### config.mk
export PLATFORM = sky130hd
export DESIGN_NAME = cascaded_attitude_pd_mixer
export DESIGN_NICKNAME = d
export VERILOG_FILES = /design/src/hdl/capm_pkg.sv /design/src/hdl/cascaded_attitude_pd_mixer.sv /design/src/hdl/capm_mac.sv
export SDC_FILE = /design/constraint.sdc
export NUM_CORES = 2
export LEC_CHECK = 0
export ABC_AREA = 1
export CORE_MARGIN = 8
export CORE_UTILIZATION = 32
export CTS_CLUSTER_SIZE = 12
export DETAILED_ROUTE_END_ITERATION = 12
export DONT_BUFFER_PORTS = 1
export REMOVE_ABC_BUFFERS = 1
export SKIP_LAST_GASP = 1
export SLEW_MARGIN = 30
export SYNTH_ARGS = -nofsm -noshare
export SYNTH_HDL_FRONTEND = slang
export SYNTH_SLANG_ARGS = --single-unit
### constraint.sdc
create_clock -name aclk -period 36.1 [get_ports aclk]
set_input_delay 3.61 -clock aclk [delete_from_list [all_inputs] [get_ports aclk]]
set_output_delay 3.61 -clock aclk [all_outputs]
set_load 0.01 [all_outputs]
### src/hdl/capm_pkg.sv
// shared types, constants and helpers for the attitude controller
package capm_pkg;

    localparam int GainFracBits = 12;
    localparam int SumWidth     = 24;
    localparam int ProdWidth    = 42;

    localparam logic signed [17:0] WrapLimit   = 18'sd21120;
    localparam logic signed [17:0] FullTurn    = 18'sd23040;
    localparam logic signed [17:0] JumpLimit   = 18'sd640;
    localparam logic signed [15:0] StickCentre = 16'sd1500;
    localparam logic signed [15:0] ThrSpan     = 16'sd3000;
    localparam logic signed [15:0] StopThr     = 16'sd300;
    localparam logic signed [SumWidth+1:0] DutyMin = 500;
    localparam logic signed [SumWidth+1:0] DutyMax = 1000;

    // ceil(2^24 / 25): |stick| * 32 / 25 is (|stick| * StickRecip) >> 19
    localparam logic [19:0] StickRecip = 20'd671089;

    // register indexes
    localparam logic [2:0] RegAngP  = 3'd0;
    localparam logic [2:0] RegAngD  = 3'd1;
    localparam logic [2:0] RegRateP = 3'd2;
    localparam logic [2:0] RegRateD = 3'd3;
    localparam logic [2:0] RegLvlP  = 3'd4;
    localparam logic [2:0] RegLvlR  = 3'd5;
    localparam logic [2:0] RegLvlY  = 3'd6;

    typedef enum logic [2:0] {
        ST_IDLE, ST_SETPT, ST_ANG_P, ST_ANG_D, ST_RATE_P, ST_RATE_D, ST_MIX, ST_OUT
    } state_t;

    // multiply-accumulate unit command
    typedef struct packed {
        logic                        clear;
        logic                        en;
        logic [15:0]                 gain;
        logic signed [SumWidth:0]    operand;
    } mac_cmd_t;

    // saturate a wide value to SumWidth signed bits
    function automatic logic signed [SumWidth-1:0] sat_sum(input logic signed [ProdWidth-1:0] v);
        logic signed [ProdWidth-1:0] hi;
        logic signed [ProdWidth-1:0] lo;
        begin
            hi = ProdWidth'((64'sd1 <<< (SumWidth - 1)) - 64'sd1);
            lo = -hi - ProdWidth'(1);
            if (v > hi) sat_sum = hi[SumWidth-1:0];
            else if (v < lo) sat_sum = lo[SumWidth-1:0];
            else sat_sum = v[SumWidth-1:0];
        end
    endfunction

    // saturate to 16 bits signed
    function automatic logic signed [15:0] sat16(input logic signed [17:0] v);
        begin
            if (v > 18'sd32767) sat16 = 16'sh7fff;
            else if (v < -18'sd32768) sat16 = 16'sh8000;
            else sat16 = v[15:0];
        end
    endfunction

endpackage

### src/hdl/cascaded_attitude_pd_mixer.sv
// top level: register file, sequencer and mixer of the attitude controller
// one request at a time; a new request is taken only once the result has been taken
// each request is worked through the single MAC, one axis after another
// the MAC does one gain product per cycle: angle P, angle D, rate P, rate D per axis
// reset (aresetn low, synchronous): gains to defaults; levels, setpoints, previous errors and held sticks zero
module cascaded_attitude_pd_mixer (
    input  logic        aclk,
    input  logic        aresetn,
    input  logic        s_tvalid,
    output logic        s_tready,
    // meas_pitch, meas_roll, meas_yaw, rate_pitch, rate_roll, rate_yaw,
    // packet_valid, throttle_raw, fore_aft_raw, side_raw, stop_request
    input  logic [143:0] s_tdata,
    output logic        m_tvalid,
    input  logic        m_tready,
    // duty_front, duty_back, duty_left, duty_right
    output logic [39:0] m_tdata,
    input  logic        psel,
    input  logic        penable,
    input  logic        pwrite,
    input  logic [4:0]  paddr,
    input  logic [31:0] pwdata,
    output logic [31:0] prdata,
    output logic        pready
);
    import capm_pkg::*;

    localparam int SW = SumWidth;

    logic [15:0] kap_reg, kad_reg, krp_reg, krd_reg;
    logic signed [15:0] lvl_reg [3];
    logic signed [15:0] thr_reg, fa_reg, side_reg;
    logic stop_reg;
    logic signed [15:0] sp_reg [3];
    logic signed [16:0] aprev_reg [3];
    logic signed [SW-1:0] rprev_reg [3];
    logic signed [15:0] meas_reg [3], rate_reg [3];
    logic signed [SW-1:0] corr_reg [3];
    logic signed [SW-1:0] rerr_reg;
    logic [1:0] axis_reg, axis_next;
    state_t state_reg, state_next;
    logic [39:0] out_reg;
    logic out_valid_reg;

    logic wr;
    logic [2:0] widx;
    assign pready = 1'b1;
    assign wr = psel & penable & pwrite;
    assign widx = paddr[4:2];

    // register read
    always_comb begin
        prdata = '0;
        unique case (widx)
            RegAngP:  prdata = {16'd0, kap_reg};
            RegAngD:  prdata = {16'd0, kad_reg};
            RegRateP: prdata = {16'd0, krp_reg};
            RegRateD: prdata = {16'd0, krd_reg};
            RegLvlP:  prdata = {{16{lvl_reg[0][15]}}, lvl_reg[0]};
            RegLvlR:  prdata = {{16{lvl_reg[1][15]}}, lvl_reg[1]};
            RegLvlY:  prdata = {{16{lvl_reg[2][15]}}, lvl_reg[2]};
            default:  prdata = '0;
        endcase
    end

    // shared mac
    mac_cmd_t cmd;
    logic signed [ProdWidth-1:0] acc;
    capm_mac u_mac (.aclk(aclk), .aresetn(aresetn), .cmd(cmd), .acc(acc));

    // current axis values
    logic signed [16:0] aerr;
    logic signed [SW-1:0] pd_out, rerr_c;
    logic signed [SW:0] rerr_w;
    assign aerr = 17'(sp_reg[axis_reg]) - 17'(meas_reg[axis_reg]);
    assign pd_out = sat_sum(acc >>> GainFracBits);
    assign rerr_w = (SW+1)'(pd_out) - (SW+1)'(rate_reg[axis_reg]);
    assign rerr_c = sat_sum(ProdWidth'(rerr_w));

    // mac command per state
    always_comb begin
        cmd = '0;
        unique case (state_reg)
            ST_ANG_P: begin
                cmd.en = 1'b1; cmd.clear = 1'b1; cmd.gain = kap_reg;
                cmd.operand = (SW+1)'(aerr);
            end
            ST_ANG_D: begin
                cmd.en = 1'b1; cmd.gain = kad_reg;
                cmd.operand = (SW+1)'(aerr) - (SW+1)'(aprev_reg[axis_reg]);
            end
            ST_RATE_P: begin
                cmd.en = 1'b1; cmd.clear = 1'b1; cmd.gain = krp_reg;
                cmd.operand = (SW+1)'(rerr_c);
            end
            ST_RATE_D: begin
                cmd.en = 1'b1; cmd.gain = krd_reg;
                cmd.operand = (SW+1)'(rerr_reg) - (SW+1)'(rprev_reg[axis_reg]);
            end
            default: cmd = '0;
        endcase
    end

    // next state
    always_comb begin
        state_next = state_reg;
        axis_next = axis_reg;
        unique case (state_reg)
            ST_IDLE:   if (s_tvalid && s_tready) state_next = ST_SETPT;
            ST_SETPT:  begin state_next = ST_ANG_P; axis_next = 2'd0; end
            ST_ANG_P:  state_next = ST_ANG_D;
            ST_ANG_D:  state_next = ST_RATE_P;
            ST_RATE_P: state_next = ST_RATE_D;
            ST_RATE_D: state_next = ST_MIX;
            ST_MIX: begin
                if (axis_reg == 2'd2) state_next = ST_OUT;
                else begin
                    state_next = ST_ANG_P;
                    axis_next = axis_reg + 2'd1;
                end
            end
            ST_OUT:    state_next = ST_IDLE;
            default:   state_next = ST_IDLE;
        endcase
    end

    assign s_tready = (state_reg == ST_IDLE) && !out_valid_reg;

    // held throttle: (3000 - raw) / 2 truncated toward zero
    logic signed [16:0] thr_diff, thr_half;
    assign thr_diff = 17'(ThrSpan) - $signed({3'd0, s_tdata[110:97]});
    assign thr_half = (thr_diff + $signed({16'd0, thr_diff[16]})) >>> 1;

    // setpoint candidates from held sticks, stick*32/25 by reciprocal multiply
    logic signed [15:0] stick [2];
    logic signed [15:0] nsp [2];
    always_comb begin
        stick[0] = fa_reg;
        stick[1] = side_reg;
        for (int i = 0; i < 2; i++) begin
            logic [14:0] mag;
            logic [34:0] prod;
            logic signed [17:0] quo;
            logic signed [17:0] cand;
            logic signed [15:0] c16;
            logic signed [17:0] d;
            mag = stick[i][15] ? 15'(-stick[i]) : stick[i][14:0];
            prod = 35'(mag) * 35'(StickRecip);
            quo = $signed({2'b00, prod[34:19]});
            if (stick[i][15]) quo = -quo;
            cand = 18'(lvl_reg[i]) + quo;
            c16 = sat16(cand);
            d = 18'(c16) - 18'(sp_reg[i]);
            nsp[i] = (d > JumpLimit || d < -JumpLimit) ? sp_reg[i] : c16;
        end
    end

    logic signed [17:0] yd;
    assign yd = 18'(sp_reg[2]) - 18'(meas_reg[2]);

    // mixer sums
    logic signed [SW+1:0] thr_w, mix [4];
    logic [9:0] duty [4];
    always_comb begin
        thr_w = (SW+2)'(stop_reg ? StopThr : thr_reg);
        mix[0] = thr_w - (SW+2)'(corr_reg[0]) - (SW+2)'(corr_reg[2]);
        mix[1] = thr_w + (SW+2)'(corr_reg[0]) - (SW+2)'(corr_reg[2]);
        mix[2] = thr_w - (SW+2)'(corr_reg[1]) + (SW+2)'(corr_reg[2]);
        mix[3] = thr_w + (SW+2)'(corr_reg[1]) + (SW+2)'(corr_reg[2]);
        if (stop_reg) for (int i = 0; i < 4; i++) mix[i] = thr_w;
        for (int i = 0; i < 4; i++) begin
            if (mix[i] > DutyMax) duty[i] = 10'(DutyMax);
            else if (mix[i] < DutyMin) duty[i] = 10'(DutyMin);
            else duty[i] = mix[i][9:0];
        end
    end

    // sequenced registers
    always_ff @(posedge aclk) begin
        if (!aresetn) begin
            state_reg <= ST_IDLE;
            axis_reg <= '0;
            kap_reg <= 16'd10240; kad_reg <= '0; krp_reg <= 16'd2458; krd_reg <= 16'd41;
            thr_reg <= '0; fa_reg <= '0; side_reg <= '0; stop_reg <= 1'b0;
            out_valid_reg <= 1'b0;
            for (int i = 0; i < 3; i++) begin
                lvl_reg[i] <= '0; sp_reg[i] <= '0;
                aprev_reg[i] <= '0; rprev_reg[i] <= '0;
            end
        end else begin
            state_reg <= state_next;
            axis_reg <= axis_next;
            // configuration writes
            if (wr) begin
                unique case (widx)
                    RegAngP:  kap_reg <= pwdata[15:0];
                    RegAngD:  kad_reg <= pwdata[15:0];
                    RegRateP: krp_reg <= pwdata[15:0];
                    RegRateD: krd_reg <= pwdata[15:0];
                    RegLvlP:  begin lvl_reg[0] <= pwdata[15:0]; sp_reg[0] <= pwdata[15:0]; end
                    RegLvlR:  begin lvl_reg[1] <= pwdata[15:0]; sp_reg[1] <= pwdata[15:0]; end
                    RegLvlY:  begin lvl_reg[2] <= pwdata[15:0]; sp_reg[2] <= pwdata[15:0]; end
                    default:  ;
                endcase
            end
            // request capture and packet
            if (state_reg == ST_IDLE && s_tvalid && s_tready) begin
                meas_reg[0] <= s_tdata[15:0];  meas_reg[1] <= s_tdata[31:16];
                meas_reg[2] <= s_tdata[47:32]; rate_reg[0] <= s_tdata[63:48];
                rate_reg[1] <= s_tdata[79:64]; rate_reg[2] <= s_tdata[95:80];
                if (s_tdata[96]) begin
                    thr_reg <= thr_half[15:0];
                    fa_reg <= $signed({2'd0, s_tdata[124:111]}) - StickCentre;
                    side_reg <= $signed({2'd0, s_tdata[138:125]}) - StickCentre;
                    stop_reg <= s_tdata[139];
                end
            end
            // setpoints and yaw wrap
            if (state_reg == ST_SETPT) begin
                sp_reg[0] <= nsp[0];
                sp_reg[1] <= nsp[1];
                if (yd > WrapLimit) sp_reg[2] <= sat16(18'(sp_reg[2]) - FullTurn);
                else if (yd < -WrapLimit) sp_reg[2] <= sat16(18'(sp_reg[2]) + FullTurn);
            end
            if (state_reg == ST_RATE_P) begin
                rerr_reg <= rerr_c;
                aprev_reg[axis_reg] <= aerr;
            end
            if (state_reg == ST_MIX) begin
                corr_reg[axis_reg] <= pd_out;
                rprev_reg[axis_reg] <= rerr_reg;
            end
            // result register
            if (state_reg == ST_OUT) begin
                out_reg <= {duty[3], duty[2], duty[1], duty[0]};
                out_valid_reg <= 1'b1;
            end else if (m_tready) out_valid_reg <= 1'b0;
        end
    end

    assign m_tvalid = out_valid_reg;
    assign m_tdata = out_reg;

    a_busy_not_ready: assert property (@(posedge aclk) disable iff (!aresetn)
        (state_reg != ST_IDLE) |-> !s_tready) else $error("ready while busy");
    a_out_follows: assert property (@(posedge aclk) disable iff (!aresetn)
        (state_reg == ST_OUT) |=> m_tvalid) else $error("result not raised");
    a_duty_range: assert property (@(posedge aclk) disable iff (!aresetn)
        m_tvalid |-> (m_tdata[9:0] >= 10'd500 && m_tdata[9:0] <= 10'd1000))
        else $error("duty out of range");
endmodule

### src/hdl/capm_mac.sv
// shared signed-by-unsigned multiply-accumulate unit
module capm_mac (
    input  logic                                   aclk,
    input  logic                                   aresetn,
    input  capm_pkg::mac_cmd_t                     cmd,
    output logic signed [capm_pkg::ProdWidth-1:0]  acc
);
    import capm_pkg::*;

    logic signed [ProdWidth-1:0] acc_reg, acc_next;
    logic signed [ProdWidth-1:0] prod;

    // one 17x25 product a cycle
    assign prod = ProdWidth'($signed({1'b0, cmd.gain})) * ProdWidth'(cmd.operand);

    always_comb begin
        acc_next = acc_reg;
        if (cmd.en) acc_next = (cmd.clear ? '0 : acc_reg) + prod;
    end

    always_ff @(posedge aclk) begin
        if (!aresetn) acc_reg <= '0;
        else acc_reg <= acc_next;
    end

    assign acc = acc_reg;
endmodule
# Yosys cells after proc, flatten, opt, wreduce, memory -nomap -nowiden
# Memory sizes are Yosys's and may differ from the RTL's. A register that Yosys moved wholly into a read port is not among the register bits.
# Cells that the tools add are included.
[totals]
n_memories = 7
mem_bits_rw = 387
out_inout_bits = 75
reg_bits = 223
elab_cells = 242
[classes]
add_sub_neg = 29
mux = 102
n_mul = 3
n_eq_ne = 16
magnitude_cmp = 26
reduce_logical = 26
n_bitwise = 12
[memory_table]
columns = ["memory", "words", "word_bits", "rd", "rd_ports_with_merged_regs", "write_ports", "line_no", "source"]
rows = [
  ["corr_reg", 3, 24, 3, 0, 1, "cascaded_attitude_pd_mixer.sv:38", "logic signed [SW-1:0] corr_reg [3];"],
  ["rprev_reg", 3, 24, 1, 1, 3, "cascaded_attitude_pd_mixer.sv:36", "logic signed [SW-1:0] rprev_reg [3];"],
  ["aprev_reg", 3, 17, 1, 1, 3, "cascaded_attitude_pd_mixer.sv:35", "logic signed [16:0] aprev_reg [3];"],
  ["lvl_reg", 3, 16, 3, 0, 3, "cascaded_attitude_pd_mixer.sv:31", "logic signed [15:0] lvl_reg [3];"],
  ["meas_reg", 3, 16, 2, 1, 3, "cascaded_attitude_pd_mixer.sv:37", "logic signed [15:0] meas_reg [3], rate_reg [3];"],
  ["rate_reg", 3, 16, 1, 1, 3, "cascaded_attitude_pd_mixer.sv:37", ""],
  ["1 more memories", "n/a", "n/a", "n/a", "n/a", "n/a", "n/a", ""],
]
[op_table]
columns = ["op", "count"]
rows = [
  ["16-bit 2-to-1 mux", 27],
  ["32-bit case mux with 7 select lines", 1],
  ["42-bit case mux with 4 select lines", 1],
  ["24-bit 2-to-1 mux", 5],
  ["26-bit by 24-bit adder with 26-bit output", 4],
  ["26-bit by 11-bit greater-than comparator with 1-bit output (second input constant)", 4],
  ["26-bit by 10-bit < comparator with 1-bit output (second input constant)", 4],
  ["104-bit 2-to-1 mux", 1],
  ["26-bit by 24-bit subtractor with 26-bit output", 4],
  ["15-bit by 20-bit multiplier with 35-bit output (second input constant)", 2],
  ["16-bit by 16-bit subtractor with 17-bit output", 4],
  ["17-bit by 16-bit greater-than comparator with 1-bit output (second input constant)", 3],
  ["17-bit by 16-bit < comparator with 1-bit output (second input constant)", 3],
  ["42-bit adder", 1],
  ["17-bit by 25-bit multiplier with 42-bit output", 1],
  ["42-bit 2-to-1 mux", 1],
  ["10-bit 2-to-1 mux", 4],
  ["1-bit 2-to-1 mux", 39],
  ["16-bit by 18-bit adder with 18-bit output", 2],
  ["18-bit by 16-bit greater-than comparator with 1-bit output (second input constant)", 2],
  ["18-bit by 16-bit < comparator with 1-bit output (second input constant)", 2],
  ["18-bit 2-to-1 mux", 2],
  ["16-bit negator with 18-bit output", 2],
  ["17-bit by 11-bit greater-than comparator with 1-bit output (second input constant)", 2],
  ["other kinds (38)", 93],
]

# Depth between registers and ports, before layout
[depth]
ltp_word = 14
ltp_mapped = 80

# By module
# Synthesis repeated with hierarchy kept, for this count alone.
[hier_totals]
hier_cells = 9737
hier_area_um2 = 75213.4
[modules_own_cells]
columns = ["mod", "area_each_um2", "instances", "cells_each", "seq_area_each_um2"]
rows = [
  ["cascaded_attitude_pd_mixer", 56068.8, 1, 7122, 17136.4],
  ["capm_mac", 19144.6, 1, 2615, 840.8],
]

# Worst setup path before layout
# No wires, ideal clock.
[synth_timing]
kind = "register -> register"
start = "reg fa_reg[0] (netlist name)"
end = "mem sp_reg[0][0], enable pin"
arrival_ns = 11.587
setup_slack_ns = 24.119
path_buffers = 1
synth_period_minus_slack_ns = 11.981
path_stages_with_launch = 71
cell_sequence = "dfxtp_1 -> inv_1 -> ha_1 -> inv_1 -> nor2_1 -> inv_1 -> nor3_1 -> nor3b_1 -> inv_1 -> nor3_1 -> inv_1 -> nor3_1 -> inv_1 -> fa_1 -> inv_1 -> fa_1 -> inv_1 -> fa_1 -> [35 not listed] -> nand2_1 -> ha_1 -> inv_1 -> fa_1 -> nand3_1 -> nand2_1 -> nand3_1 -> nand3_1 -> nand2_1 -> nand2_1 -> a21oi_1 -> or2_2 -> nand2_1 -> nor2_1 -> nand4_1 -> nand2_1 -> nor2_1 -> a21oi_1"
[synth_lines]
columns = ["element", "line_no", "source"]
rows = [
  ["end, declared", "cascaded_attitude_pd_mixer.sv:34", "logic signed [15:0] sp_reg [3];"],
]

==> metrics <==
status finished, final reports clean; worst flop-to-flop path startpoint side_reg[0]; critical path class flip-flop to flip-flop; post-route ant nets 0; post-cts sizing count 0; Setup Viol. Count Final 0; Worst R2R Path Depth 70; Avg WL per Cell between 15 and 20 um; fin crit period around 13 ns; Post-synth ARST share 0%; CTS H-Tree Depth 3; die width approximately 500 um; hold path endpoint u_mac.acc[0]; gr usage total a little under a fifth; # Post-CTS Setup Buffers 0; CP Launch Type flip-flop; fin worst setup slack ~23 ns; Power per Cell Area roughly 90 nW/um^2; Core ar. ~230000 sq um; cts bufs inserted 79; Setup TNS 0 ns; Pint approximately 3200 uW; Pleak 0.0390 uW; Worst-path clk slew 0.06 ns; Die Height 499 um; largest family of logic cells by synthesized area adder cells; vias in the first global route 63200; 1st-iter DRT viols 5397; Placer Congestion just under 1; num ports about 260; ys flop type edfxtp_1; # hold bufs at CTS 0; post-DR vias/cell between 5 and 6; post-synthesis mux area share 0%; clock sinks 652; Routed WL about 240 mm; fillers 24200; WP data required about 36 ns; Detailed Routing Iterations Pass 1 8; Post-Synth XOR/XNOR Area 3.26%; pin count of the biggest net entering global routing around 120; Cell Rows between 150 and 200; port bufs 0; Worst path top cell family by delay simple AND/OR/NAND/NOR gates; Layout Cells excl Fill roughly 12000; sequential fraction of the synthesis area between 20% and 30%; Hold Path Cell Cnt 2; die area between 200000 and 250000 sq um; CP peak stage delay just under 0.6 ns; final hold vios 0; global-route wire length before repair roughly 370 mm; maximum vdd ir drop 171 uV; Crit. End Element flip-flop; synthesized area ~75000 sq um; number of max-cap violations 0; buffer and inverter count on the worst path 14; complex-gate fraction of the synthesized area approximately an eighth; Hold WC Path Type flip-flop to flip-flop; pre-CTS setup slack 22.45 ns; Root Buffer clkbuf_16; total number of vias ~63000; Synth Area per Inst 7.90 sq um; Worst-Skew Late Latency ~0.72 ns; Clk pwr share a little under an eighth; placed cell count 12300; skew final approximately 0.039 ns; RR Endpoint sp_reg[1][2]; simple-gate share of the synthesized area ~20%; crit-path max FO 16; maximum clock path buffer count 3; worst rel slew slack 27.6%; Top cell by count, worst path nand2_1; Core Util, Final a little over a third; Comb power frac between 70% and 80%; Max Slew Vio Count 0; initial core utilization 32.1%; Synth cell types 78; yosys warns 0; final period utilization 37.4%; initial antenna violation count 13; Area Growth Syn to Fin 8.49%; DP HPWL 194 mm; Synth Register Bits ~650; slowest CP cell fa_1; crit path DAT ~14 ns; fmax approximately 0.074 GHz; switching pwr 4050 uW; final layout net count around 11000; Synth Area in Adders 30.3%; DRC Markers 0; synthesized instance count ~9400; max reg flops 96; count of flip-flops with a built-in enable after synthesis a little under 500; Flop pwr share approximately an eighth; total grt overflow 0; Tightest Pin Transition 1.08 ns; reg-to-reg slack, setup roughly 23 ns; sw frac approximately 56%; CTS tree done; RSZ-0062 raised after global routing false; Worst Hold Launch u_mac.acc[0]; share of cells above drive strength 1 5.02%
==> power by group through the flow <==
stage | registers (uW) | logic [uW] | clock network, uW
final | 891 | 5540 | 850
after global routing | 894 | 6240 | 895
after CTS | 891 | 5490 | 871
after detailed placement | 907 | 5450 | 0
after global placement | 905 | 5400 | 0
after floorplan | 898 | 4040 | 0
==> synthesized netlist by cell type, types with 11 or more instances <==
master | count | area (sq um)
nand4_1 | 91 | 569
o21ai_0 | 451 | 2260
nand3_1 | 339 | 1700
a21oi_1 | 716 | 3580
dfxtp_1 | 160 | 3200
a22o_1 | 15 | 131
edfxtp_1 | 492 | 14800
nor2_2 | 28 | 175
a32o_1 | 39 | 390
nor3_1 | 107 | 536
nand2_1 | 1899 | 7130
nand3b_1 | 23 | 173
inv_1 | 1905 | 7150
xor2_1 | 194 | 1700
nor2_1 | 765 | 2870
o21ai_1 | 17 | 85.1
nand2_2 | 73 | 457
nand2_4 | 11 | 124
a21o_1 | 36 | 270
buf_4 | 23 | 173
o21a_1 | 17 | 128
or2_2 | 43 | 269
buf_2 | 13 | 65.1
fa_1 | 730 | 14600
o21ai_2 | 15 | 131
o22ai_1 | 26 | 163
clkbuf_1 | 162 | 608
nor4_1 | 25 | 156
a31oi_1 | 31 | 194
a221oi_1 | 18 | 158
o31ai_1 | 14 | 105
a211oi_1 | 13 | 97.6
and2_1 | 18 | 113
inv_2 | 13 | 48.8
o21bai_1 | 38 | 285
ha_1 | 639 | 8000
o211ai_1 | 28 | 210
buf_1 | 18 | 67.6
xnor2_1 | 82 | 718
==> metrics by stage <==
step / instance area (sq um) / hold WS (ns) / total power, uW
floorplan: 73600 / 0.426 / 4940
detailed placement: 78100 / 0.447 / 6360
finish: 80900 / 0.458 / 7280
global placement: 78100 / 0.441 / 6310
global route: 80900 / 0.478 / 8030
CTS: 80800 / 0.457 / 7250
==> logic make-up after synthesis <==
kind of cell,count (synthesis)
flops,652
fa+ha+maj,1369
xor+xnor,277
buf+inv,2148
compound gates,1528
other cells,1
simple gates,3461
==> layout by cell type (no fill, tap or decap), types with 13 or more instances in the layout <==
master     Yosys  final
a211oi_1      13     13
a21o_1        36     36
a21oi_1      716    714
a221oi_1      18     18
a22o_1        15     15
a31oi_1       31     30
a32o_1        39     39
and2_1        18     18
buf_4         23     79
clkbuf_1     162     18
clkbuf_16      0     83
clkinv_1       6     14
dfxtp_1      160    159
edfxtp_1     492    492
fa_1         730    730
ha_1         639    638
inv_1       1905   1896
inv_2         13     19
nand2_1     1899   1897
nand2_2       73     75
nand3_1      339    338
nand3b_1      23     23
nand4_1       91     91
nor2_1       765    757
nor2_2        28     33
nor3_1       107    103
nor4_1        25     25
o211ai_1      28     28
o21a_1        17     17
o21ai_0      451    442
o21ai_1       17     18
o21ai_2       15     23
o21bai_1      38     38
o22ai_1       26     26
o31ai_1       14     14
or2_2         43     43
xnor2_1       82     81
xor2_1       194    187
==> final cells by class <==
| cell class | instances | area, sq um | share of cell area [%] |
|---|---|---|---|
| sequential | 652 | 18000 | 22.2 |
| multi-input combinational | 6636 | 48600 | 60.0 |
| tap | 3043 | 3810 | 4.71 |
| clock buffer | 109 | 2250 | 2.79 |
| antenna | 7 | 17.5 | 0.0217 |
| inverter | 1925 | 7240 | 8.95 |
| clock inverter | 38 | 453 | 0.560 |
| timing repair buffer | 79 | 593 | 0.733 |
==> how the worst max path moves through the flow <==
stage           startpoint       endpoint  slack, ns  depth (start not counted)
2_1_floorplan    flip-flop  u_mac.acc[40]      22.48                         54
3_3_place_gp     fa_reg[0]   sp_reg[0][2]      22.63                         70
3_5_place_dp     fa_reg[0]   sp_reg[0][2]      22.45                         70
4_1_cts          fa_reg[0]   sp_reg[0][3]      22.40                         70
5_1_grt        side_reg[0]  sp_reg[1][14]      21.26                         70
6_report       side_reg[0]   sp_reg[1][2]      22.60                         70
==> routing by layer <==
metal	vias to the layer above	GRT usage [%]	part of all wire, %
li1	29900	-	-
met1	30400	25.9	45
met2	2208	29.1	43
met3	327	4.31	8.5
met4	6	5.93	3.2
met5	-	0	0.015
==> worst register-to-register path, delay by kind of cell (launching register included) <==
kind                       cells  cell delay (ns)
adders and majority gates     12             4.63
xor gates and xnor gates       5             1.12
DFF                            1             0.37
AOI/OAI and AO/OA              2             0.28
buffers and inverters         14             1.34
and+or+nand+nor               37             5.37
No activity file was read; power rests on OpenSTA's default activity.
